==> src/sjl_pkg.sv <==
package sjl_pkg;

	localparam int JOINT_COUNT   = 24;
	localparam int ANGLE_LOWEST  = -800;
	localparam int ANGLE_HIGHEST = 800;
	localparam int PULSE_LOW     = 614;
	localparam int PULSE_HIGH    = 3072;

	localparam int JOINT_W = 5;
	localparam int JIDX_W  = $clog2(JOINT_COUNT);
	localparam int OP_W    = 3;
	localparam int AIN_W   = 12;
	localparam int ANGLE_W = 11;
	localparam int PULSE_W = 12;
	localparam int PULSE_MAX = (1 << PULSE_W) - 1;

	localparam int IN_DATA_W  = 24;
	localparam int OUT_DATA_W = 48;

	// Joints that take a centered pulse instead of the linear map.
	localparam int SPECIAL_JOINT_A = 0;
	localparam int SPECIAL_JOINT_B = 12;
	localparam int CENTER_PULSE    = 90;
	localparam int ANGLE_SCALE     = 10;

	localparam int ANGLE_SPAN = ANGLE_HIGHEST - ANGLE_LOWEST;
	localparam int PULSE_SPAN = PULSE_HIGH - PULSE_LOW;
	localparam bit PULSE_SPAN_NEG = (PULSE_SPAN < 0);
	localparam int PULSE_SPAN_ABS = PULSE_SPAN_NEG ? -PULSE_SPAN : PULSE_SPAN;

	// Constant division by reciprocal multiplication with one correction step.
	localparam int P_W      = 2 * AIN_W;
	localparam int RCP_SH   = 26;
	localparam int RCP_W    = RCP_SH;
	localparam int DIV_W    = AIN_W;
	localparam longint RCP_SPAN  = (64'sd1 <<< RCP_SH) / ANGLE_SPAN;
	localparam longint RCP_SCALE = (64'sd1 <<< RCP_SH) / ANGLE_SCALE;

	localparam logic signed [ANGLE_W-1:0] ANG_LO = ANGLE_W'(ANGLE_LOWEST);
	localparam logic signed [ANGLE_W-1:0] ANG_HI = ANGLE_W'(ANGLE_HIGHEST);
	localparam logic signed [AIN_W-1:0] ANG_LO_IN = AIN_W'(ANGLE_LOWEST);
	localparam logic signed [AIN_W-1:0] ANG_HI_IN = AIN_W'(ANGLE_HIGHEST);

	localparam int HOME_INIT_LEN = 24;
	localparam int HOME_INIT [HOME_INIT_LEN] = '{
		-40, 245, 470, -100, -205, 50, 445, 245, -75, 0, 0, 0,
		15, -70, -390, 250, 195, -105, -510, -305, 60, 0, 0, 0
	};

	typedef enum logic [OP_W-1:0] {
		OP_SET_ANGLE  = 3'd0,
		OP_SET_OFFSET = 3'd1,
		OP_SET_MIN    = 3'd2,
		OP_SET_MAX    = 3'd3,
		OP_SET_HOME   = 3'd4,
		OP_READ       = 3'd5
	} op_t;

	typedef struct packed {
		logic load_in;
		logic rd;
		logic clamp;
		logic mul;
		logic rcp;
		logic cor;
		logic wb;
	} ctl_cmd_t;

	typedef struct packed {
		logic drive;
	} dp_stat_t;

	function automatic int home_reset_int(int j);
		int v;
		v = 0;
		if (j < HOME_INIT_LEN) begin
			v = HOME_INIT[j];
		end
		return v;
	endfunction

	function automatic logic signed [ANGLE_W-1:0] home_reset(int j);
		return ANGLE_W'(home_reset_int(j));
	endfunction

	// Pulse of the home angle with the direction bit at its reset value.
	function automatic logic [PULSE_W-1:0] pulse_reset(int j);
		int a;
		int v;
		a = home_reset_int(j);
		if (a < ANGLE_LOWEST) a = ANGLE_LOWEST;
		if (a > ANGLE_HIGHEST) a = ANGLE_HIGHEST;
		if (j == SPECIAL_JOINT_A || j == SPECIAL_JOINT_B) begin
			v = CENTER_PULSE - a / ANGLE_SCALE;
		end else begin
			v = ((a - ANGLE_LOWEST) * (PULSE_LOW - PULSE_HIGH)) / ANGLE_SPAN + PULSE_HIGH;
		end
		if (v < 0) v = 0;
		if (v > PULSE_MAX) v = PULSE_MAX;
		return PULSE_W'(v);
	endfunction

endpackage

==> src/sjl_ctrl.sv <==
module sjl_ctrl import sjl_pkg::*; (
	input  logic     clk,
	input  logic     arst_n,
	input  logic     s_tvalid,
	output logic     s_tready,
	output logic     m_tvalid,
	input  logic     m_tready,
	input  dp_stat_t stat,
	output ctl_cmd_t cmd
);

	typedef enum logic [2:0] {
		ST_IDLE,
		ST_READ,
		ST_CLAMP,
		ST_MUL,
		ST_RCP,
		ST_COR,
		ST_WB
	} state_t;

	state_t state_q;
	logic   out_valid_q;
	logic   out_free;

	assign out_free = !out_valid_q || m_tready;
	assign s_tready = (state_q == ST_IDLE);
	assign m_tvalid = out_valid_q;

	always_comb begin
		cmd         = '0;
		cmd.load_in = (state_q == ST_IDLE) && s_tvalid;
		cmd.rd      = (state_q == ST_READ);
		cmd.clamp   = (state_q == ST_CLAMP);
		cmd.mul     = (state_q == ST_MUL);
		cmd.rcp     = (state_q == ST_RCP);
		cmd.cor     = (state_q == ST_COR);
		cmd.wb      = (state_q == ST_WB) && out_free;
	end

	always_ff @(posedge clk or negedge arst_n) begin
		if (!arst_n) begin
			state_q     <= ST_IDLE;
			out_valid_q <= 1'b0;
		end else begin
			if (state_q == ST_WB && out_free) begin
				out_valid_q <= 1'b1;
			end else if (m_tready) begin
				out_valid_q <= 1'b0;
			end
			case (state_q)
				ST_IDLE: begin
					if (s_tvalid) state_q <= ST_READ;
				end
				ST_READ: begin
					// Only drive commands need the pulse arithmetic.
					state_q <= stat.drive ? ST_CLAMP : ST_WB;
				end
				ST_CLAMP: state_q <= ST_MUL;
				ST_MUL:   state_q <= ST_RCP;
				ST_RCP:   state_q <= ST_COR;
				ST_COR:   state_q <= ST_WB;
				ST_WB: begin
					if (out_free) begin
						state_q <= ST_IDLE;
					end
				end
				default: state_q <= ST_IDLE;
			endcase
		end
	end

endmodule

==> src/sjl_datapath.sv <==
module sjl_datapath import sjl_pkg::*; (
	input  logic                  clk,
	input  logic                  arst_n,
	input  ctl_cmd_t              cmd,
	output dp_stat_t              stat,
	input  logic [IN_DATA_W-1:0]  in_data,
	input  logic [OP_W-1:0]       in_op,
	input  logic                  cfg_wen,
	input  logic                  cfg_wdata,
	output logic [OUT_DATA_W-1:0] out_data,
	output logic                  out_accepted
);

	logic [OP_W-1:0]           op_q;
	logic [JOINT_W-1:0]        joint_q;
	logic signed [AIN_W-1:0]   ain_q;
	logic                      cw_q;

	logic signed [ANGLE_W-1:0] min_q   [JOINT_COUNT];
	logic signed [ANGLE_W-1:0] max_q   [JOINT_COUNT];
	logic signed [ANGLE_W-1:0] home_q  [JOINT_COUNT];
	logic [PULSE_W-1:0]        pulse_q [JOINT_COUNT];

	logic                      jvalid;
	logic [JIDX_W-1:0]         idx;
	logic                      special;

	logic signed [ANGLE_W-1:0] mn_s1, mx_s1, hm_s1;
	logic [PULSE_W-1:0]        pl_s1;
	logic signed [ANGLE_W-1:0] ang_s2;
	logic [P_W-1:0]            p_s3, p_s4;
	logic                      spec_s3, spec_s4;
	logic                      sub_s3, sub_s4, sub_s5;
	logic [PULSE_W-1:0]        base_s3, base_s4, base_s5;
	logic [P_W-1:0]            qe_s4, q_s5;

	logic signed [AIN_W:0]     tgt;
	logic signed [ANGLE_W-1:0] ang_c;
	logic signed [AIN_W-1:0]   ang_x;
	logic [AIN_W-1:0]          mag;
	logic [AIN_W-1:0]          ang_ofs;
	logic [P_W+RCP_W-1:0]      rcp_prod;
	logic [RCP_W-1:0]          rcp;
	logic [DIV_W-1:0]          divv;
	logic [P_W-1:0]            qd;
	logic [P_W-1:0]            rem;
	logic signed [P_W+1:0]     sum;
	logic [PULSE_W-1:0]        pulse_new;

	logic signed [ANGLE_W-1:0] nmn, nmx, nhm;
	logic [PULSE_W-1:0]        npl;
	logic                      ok;

	assign jvalid  = ({1'b0, joint_q} < (JOINT_W + 1)'(JOINT_COUNT));
	assign idx     = joint_q[JIDX_W-1:0];
	assign special = (joint_q == JOINT_W'(SPECIAL_JOINT_A)) ||
	                 (joint_q == JOINT_W'(SPECIAL_JOINT_B));
	assign stat.drive = jvalid &&
	                    (op_t'(op_q) == OP_SET_ANGLE || op_t'(op_q) == OP_SET_OFFSET);

	always_ff @(posedge clk or negedge arst_n) begin
		if (!arst_n) begin
			cw_q <= 1'b0;
		end else if (cfg_wen) begin
			cw_q <= cfg_wdata;
		end
	end

	always_ff @(posedge clk) begin
		if (cmd.load_in) begin
			op_q    <= in_op;
			joint_q <= in_data[JOINT_W-1:0];
			ain_q   <= $signed(in_data[JOINT_W +: AIN_W]);
		end
		if (cmd.rd) begin
			mn_s1 <= min_q[idx];
			mx_s1 <= max_q[idx];
			hm_s1 <= home_q[idx];
			pl_s1 <= pulse_q[idx];
		end
		if (cmd.clamp) begin
			ang_s2 <= ang_c;
		end
		if (cmd.mul) begin
			spec_s3 <= special;
			if (special) begin
				p_s3    <= P_W'(mag);
				sub_s3  <= (cw_q == ang_x[AIN_W-1]);
				base_s3 <= PULSE_W'(CENTER_PULSE);
			end else begin
				p_s3    <= P_W'(ang_ofs) * P_W'(PULSE_SPAN_ABS);
				sub_s3  <= (cw_q == PULSE_SPAN_NEG);
				base_s3 <= cw_q ? PULSE_W'(PULSE_LOW) : PULSE_W'(PULSE_HIGH);
			end
		end
		if (cmd.rcp) begin
			qe_s4   <= P_W'(rcp_prod >> RCP_SH);
			p_s4    <= p_s3;
			spec_s4 <= spec_s3;
			sub_s4  <= sub_s3;
			base_s4 <= base_s3;
		end
		if (cmd.cor) begin
			q_s5    <= qe_s4 + P_W'(rem >= P_W'(divv));
			sub_s5  <= sub_s4;
			base_s5 <= base_s4;
		end
	end

	// Target angle and clamp to the joint's limits.
	always_comb begin
		if (op_t'(op_q) == OP_SET_OFFSET) begin
			tgt = (AIN_W + 1)'(ain_q) + (AIN_W + 1)'(hm_s1);
		end else begin
			tgt = (AIN_W + 1)'(ain_q);
		end
		if (tgt < (AIN_W + 1)'(mn_s1)) begin
			ang_c = mn_s1;
		end else if (tgt > (AIN_W + 1)'(mx_s1)) begin
			ang_c = mx_s1;
		end else begin
			ang_c = ANGLE_W'(tgt);
		end
	end

	assign ang_x   = AIN_W'(ang_s2);
	assign mag     = ang_x[AIN_W-1] ? unsigned'(-ang_x) : unsigned'(ang_x);
	assign ang_ofs = unsigned'(AIN_W'(ang_x - ANG_LO_IN));

	// The reciprocal estimate is never above the true quotient and at most one below.
	assign rcp      = spec_s3 ? RCP_W'(RCP_SCALE) : RCP_W'(RCP_SPAN);
	assign rcp_prod = (P_W + RCP_W)'(p_s3) * (P_W + RCP_W)'(rcp);
	assign divv     = spec_s4 ? DIV_W'(ANGLE_SCALE) : DIV_W'(ANGLE_SPAN);
	assign qd       = P_W'(qe_s4 * P_W'(divv));
	assign rem      = p_s4 - qd;

	always_comb begin
		if (sub_s5) begin
			sum = (P_W + 2)'(signed'({1'b0, base_s5})) - (P_W + 2)'(signed'({1'b0, q_s5}));
		end else begin
			sum = (P_W + 2)'(signed'({1'b0, base_s5})) + (P_W + 2)'(signed'({1'b0, q_s5}));
		end
		if (sum < 0) begin
			pulse_new = '0;
		end else if (sum > (P_W + 2)'(PULSE_MAX)) begin
			pulse_new = PULSE_W'(PULSE_MAX);
		end else begin
			pulse_new = PULSE_W'(sum);
		end
	end

	always_comb begin
		nmn = mn_s1;
		nmx = mx_s1;
		nhm = hm_s1;
		npl = pl_s1;
		ok  = 1'b0;
		case (op_t'(op_q))
			OP_SET_ANGLE, OP_SET_OFFSET: begin
				npl = pulse_new;
				ok  = 1'b1;
			end
			OP_SET_MIN: begin
				if (ain_q < AIN_W'(mx_s1) && ain_q >= ANG_LO_IN) begin
					nmn = ANGLE_W'(ain_q);
					ok  = 1'b1;
				end
			end
			OP_SET_MAX: begin
				if (ain_q > AIN_W'(mn_s1) && ain_q <= ANG_HI_IN) begin
					nmx = ANGLE_W'(ain_q);
					ok  = 1'b1;
				end
			end
			OP_SET_HOME: begin
				if (ain_q >= AIN_W'(mn_s1) && ain_q <= AIN_W'(mx_s1)) begin
					nhm = ANGLE_W'(ain_q);
					ok  = 1'b1;
				end
			end
			OP_READ: ok = 1'b1;
			default: ok = 1'b0;
		endcase
	end

	always_ff @(posedge clk or negedge arst_n) begin
		if (!arst_n) begin
			for (int j = 0; j < JOINT_COUNT; j++) begin
				min_q[j]   <= ANG_LO;
				max_q[j]   <= ANG_HI;
				home_q[j]  <= home_reset(j);
				pulse_q[j] <= pulse_reset(j);
			end
		end else if (cmd.wb && jvalid) begin
			min_q[idx]   <= nmn;
			max_q[idx]   <= nmx;
			home_q[idx]  <= nhm;
			pulse_q[idx] <= npl;
		end
	end

	always_ff @(posedge clk) begin
		if (cmd.wb) begin
			if (jvalid) begin
				out_accepted <= ok;
				out_data     <= {npl, AIN_W'(nhm), AIN_W'(nmx), AIN_W'(nmn)};
			end else begin
				out_accepted <= 1'b0;
				out_data     <= '0;
			end
		end
	end

endmodule

==> src/servo_joint_limit_table.sv <==
// Servo joint limit table: a command beat on the slave side names a joint and an angle and
// sets the angle, sets an offset from home, edits the minimum, maximum or home angle, or
// reads the entry; one result beat per command reports whether it was taken and the joint's
// entries afterwards. Commands are handled one at a time. A drive command (set angle or
// offset) on a valid joint passes through table read, clamp, scaling multiply, reciprocal
// multiply and correction of the constant divider, then write-back; every other command,
// and a drive on an invalid joint, goes from table read straight to write-back.
// The result register lets the next command be taken while a result still waits; a command
// reaching write-back while the previous result is still held waits until it is taken. The
// clockwise_mode bit must be written through cfg_wen and cfg_wdata only while no command is
// in flight, which the block does not enforce itself, and affects only later drive commands.
module servo_joint_limit_table import sjl_pkg::*; (
	input  logic                  clk,
	input  logic                  arst_n,
	input  logic                  s_tvalid,
	output logic                  s_tready,
	// joint[4:0], angle_value[16:5], zero fill [23:17]
	input  logic [IN_DATA_W-1:0]  s_tdata,
	// opcode[2:0]
	input  logic [OP_W-1:0]       s_tuser,
	output logic                  m_tvalid,
	input  logic                  m_tready,
	// min_angle[11:0], max_angle[23:12], home_angle[35:24], pulse_value[47:36]
	output logic [OUT_DATA_W-1:0] m_tdata,
	// accepted[0]
	output logic [0:0]            m_tuser,
	input  logic                  cfg_wen,
	input  logic                  cfg_wdata
);

	ctl_cmd_t cmd;
	dp_stat_t stat;

	sjl_ctrl u_ctrl (
		.clk      (clk),
		.arst_n   (arst_n),
		.s_tvalid (s_tvalid),
		.s_tready (s_tready),
		.m_tvalid (m_tvalid),
		.m_tready (m_tready),
		.stat     (stat),
		.cmd      (cmd)
	);

	sjl_datapath u_dp (
		.clk          (clk),
		.arst_n       (arst_n),
		.cmd          (cmd),
		.stat         (stat),
		.in_data      (s_tdata),
		.in_op        (s_tuser),
		.cfg_wen      (cfg_wen),
		.cfg_wdata    (cfg_wdata),
		.out_data     (m_tdata),
		.out_accepted (m_tuser[0])
	);

endmodule

==> config.mk <==
export PLATFORM = sky130hd
export DESIGN_NAME = servo_joint_limit_table
export DESIGN_NICKNAME = d
export VERILOG_FILES = /design/src/sjl_pkg.sv /design/src/sjl_ctrl.sv /design/src/sjl_datapath.sv /design/src/servo_joint_limit_table.sv
export SDC_FILE = /design/constraint.sdc
export NUM_CORES = 2
export LEC_CHECK = 0
export BUFFER_PORTS_ARGS = -buffer_cell sky130_fd_sc_hd__buf_2
export CORE_ASPECT_RATIO = 0.75
export CORE_MARGIN = 2
export CORE_UTILIZATION = 58
export CTS_CLUSTER_DIAMETER = 30
export DETAILED_ROUTE_END_ITERATION = 7
export PLACE_DENSITY = 0.84
export SETUP_SLACK_MARGIN = 0.1
export SLEW_MARGIN = 20
export SYNTH_ARGS = -nofsm -noshare
export SYNTH_HDL_FRONTEND = slang
export SYNTH_SLANG_ARGS = --single-unit
==> constraint.sdc <==
create_clock -name clk -period 6.9 [get_ports clk]
set_input_delay 1.38 -clock clk [delete_from_list [all_inputs] [get_ports clk]]
set_output_delay 1.38 -clock clk [all_outputs]
set_load 0.01 [all_outputs]
==> out/metrics.yaml <==
critical_path:
  critPathKind: "reg -> reg"
  cp-startpoint: "u_dp.spec_s3"
  ff2ff_path_depth: 27
  cp_max_fo: 5
  crit_path_frequent_cell: "fa_1"
  critPathMaxStageDelay_ps: 590
  rrSetupSlack_ps: -470
  critical_path.endpoint: "u_dp.qe_s4[22]"
  crit_slowest_cell: "fa_1"
  crit_path_end_kind: "register"
  worstSetupStartpointType: "register"
  critPathRequiredTime_ps: 7450
  reg2reg_to: "u_dp.qe_s4[22]"
  rr_startpoint: "u_dp.spec_s3"
  path_buf_inv: 8
  worst-path-stages: 27
  crit_family: "adder cells"
  cp_data_arrival_time_ps: 7920
min_path:
  hold_class: "reg -> reg"
  hp-start: "u_dp.base_s3[10]"
cts:
  cts_sinks: 1320
  cts_tree: "done"
  clk_pin_slew_worst_paths_ps: 60
  clkLatencyLatePin_ps: 840
  cts.htree.levels: 4
  clockBufferDepth: 3
  cts_root_buffer: "clkbuf_16"
  cts_hold_buf: 0
  cts_buffers: 188
synthesis:
  synth_edf_count: 235
  synth_seq_cells: 1320
  synth_area_per_cell_um2: 10.58
  synth_area_leader_cell: "dfrtp_1"
  syn-instance-count: 7584
  synth_cell_types: 76
  async_flop_share_pct: 82.20
  syn-cell-area_um2: 80220
  synth_seq_area_share_pct: 43.31
  yosys_warnings: 0
  synth-main-ff-cell: "dfrtp_1"
  synth_area_leaders: "dfrtp_1 20%, dfstp_2 14%, fa_1 10%"
  netlist.area_leader.share_pct: 20.43
floorplan:
  start_util_pct: 58.30
  row_count: 118
  design.core.area_um2: 137600
  chipWidth_um: 433.4
  ios: 84
  dieArea_um2: 141300
  die_h_um: 326.1
drt:
  antenna_left: 0
  drtPass1Iterations: 8
  num_vias: 63594
  wire_per_inst_um: 24.99
  routed_via_density: 6.553
  drtIter0Drc: 8598
  drc_errors: 0
  routed_wirelength_um: 242500
run_status:
  outcome: "finished with violations"
  violations: "setup timing"
global_routing:
  antenna_found_initial: 8
  grt_max_degree: 198
  grt_pass1_vias: 65371
  grt_pass1_wl_um: 368800
  grt-ovfl-total: 0
  grtUsageTotal_pct: 33.79
sta:
  worst_pin_slew_ps: 1223
  timing.slew.headroom_pct: 18.47
  setup_violations: 21
  skew_ps: 75.10
  rsz0062_at_grt: "yes"
  tns_ps: -5190
  fin_ws_ps: -470.0
  timing.final.crit_share_pct: 106.8
  finalHoldViolations: 0
  drv_slew: 0
  min_period_ps: 7370
  fmax_mhz: 135.7
layout:
  instances_no_fill: 9705
  register_area_um2: 34750
  nets: 8606
  fillerInstances: 9239
  layout_commonest_cell: "a21oi_1"
  layout_common_cells: "706 x a21oi_1, 702 x inv_1, 673 x nand2_1, 660 x nor2_1, 655 x dfrtp_1"
  multiInputGateArea_um2: 42030
  syn_to_final_growth_pct: 14.53
  drive_gt1_share_pct: 22.04
placement:
  pre_cts_ws_ps: -588.7
  portBuffers: 76
  place_congestion: 0.9641
  dpl.hpwl_um: 146500
  dp_cells: 9311
run:
  drv_cap: 0
-- per-layer routing --
layer | track usage (%) | share of wire [%]
met2 | 52.05 | 46
met3 | 8.987 | 12
met4 | 17.60 | 5.5
met5 | 0 | 0.0091
met1 | 44.23 | 36
-- state kept, by name, indices dropped and copies added, names as in the netlist, 12 cells and up --
register and cells:
u_dp.min_q 264, u_dp.max_q 264, u_dp.pulse_q 288, u_dp.qe_s4 24, u_dp.p_s4 24, u_dp.p_s3 24
u_dp.pl_s1 12, u_dp.out_data 45, u_dp.ain_q 12, u_dp.home_q 264, u_dp.q_s5 24
-- worst min-delay path by stage --
stage	endpoint	cells past startpoint
CTS	u_dp.base_s4[10]	0
global placement	u_dp.base_s4[6]	0
finish	u_dp.base_s4[10]	0
global route	u_dp.base_s4[9]	0
detailed placement	u_dp.base_s4[10]	0
floorplan	u_dp.base_s4[10]	0
-- cell usage after synthesis, types with 48 or more instances --
master    instances
a21oi_1         722
inv_1           722
nor2_1          695
nand2_1         684
dfrtp_1         655
ha_1            491
clkbuf_1        458
dfstp_2         430
fa_1            408
o21ai_0         341
mux4_2          270
edfxtp_1        235
o22ai_1         214
a22oi_1         137
nor2b_1         111
o31ai_1          85
nand3_1          84
a31oi_1          81
xnor2_1          76
buf_1            63
mux2i_1          62
and3_1           58
nor3_1           52
a21o_1           48
nand2b_1         48
-- per-stage QoR --
step	area [um2]	hold slack, ps	util (%)
after floorplan	80310	400.3	-
after global placement	83930	404.5	61.00
after detailed placement	84000	404.5	61.04
after CTS	91070	416.4	66.19
after global routing	91870	427.6	66.76
final	91870	417.4	66.77
-- cell families after synthesis --
group	after synthesis	share of synthesized area (%)
simple gates	1845	9.996
other cells	2	0.009362
mux	336	8.410
xor+xnor	122	1.332
fa+ha+maj	899	17.84
compound gates	1786	13.07
buf+inv	1274	6.024
flops	1320	43.31
-- final cells by class --
class	instances	share of cell area, %
inverter	723	2.954
antenna	3	0.008171
sequential	1320	37.82
clock inverter	147	1.755
timing repair buffer	427	3.783
clock buffer	211	5.405
tap	1860	2.533
multi-input combinational	5014	45.74
-- what timing repair did --
action,CTS,global route
pin swaps,70,53
gates cloned,2,3
buffers inserted,14,15
setup endpoints to repair,33,34
gates resized for setup,83,118
Power is not shown: default switching activity piles up to over one toggle a cycle in this logic, so the estimate is an artifact.
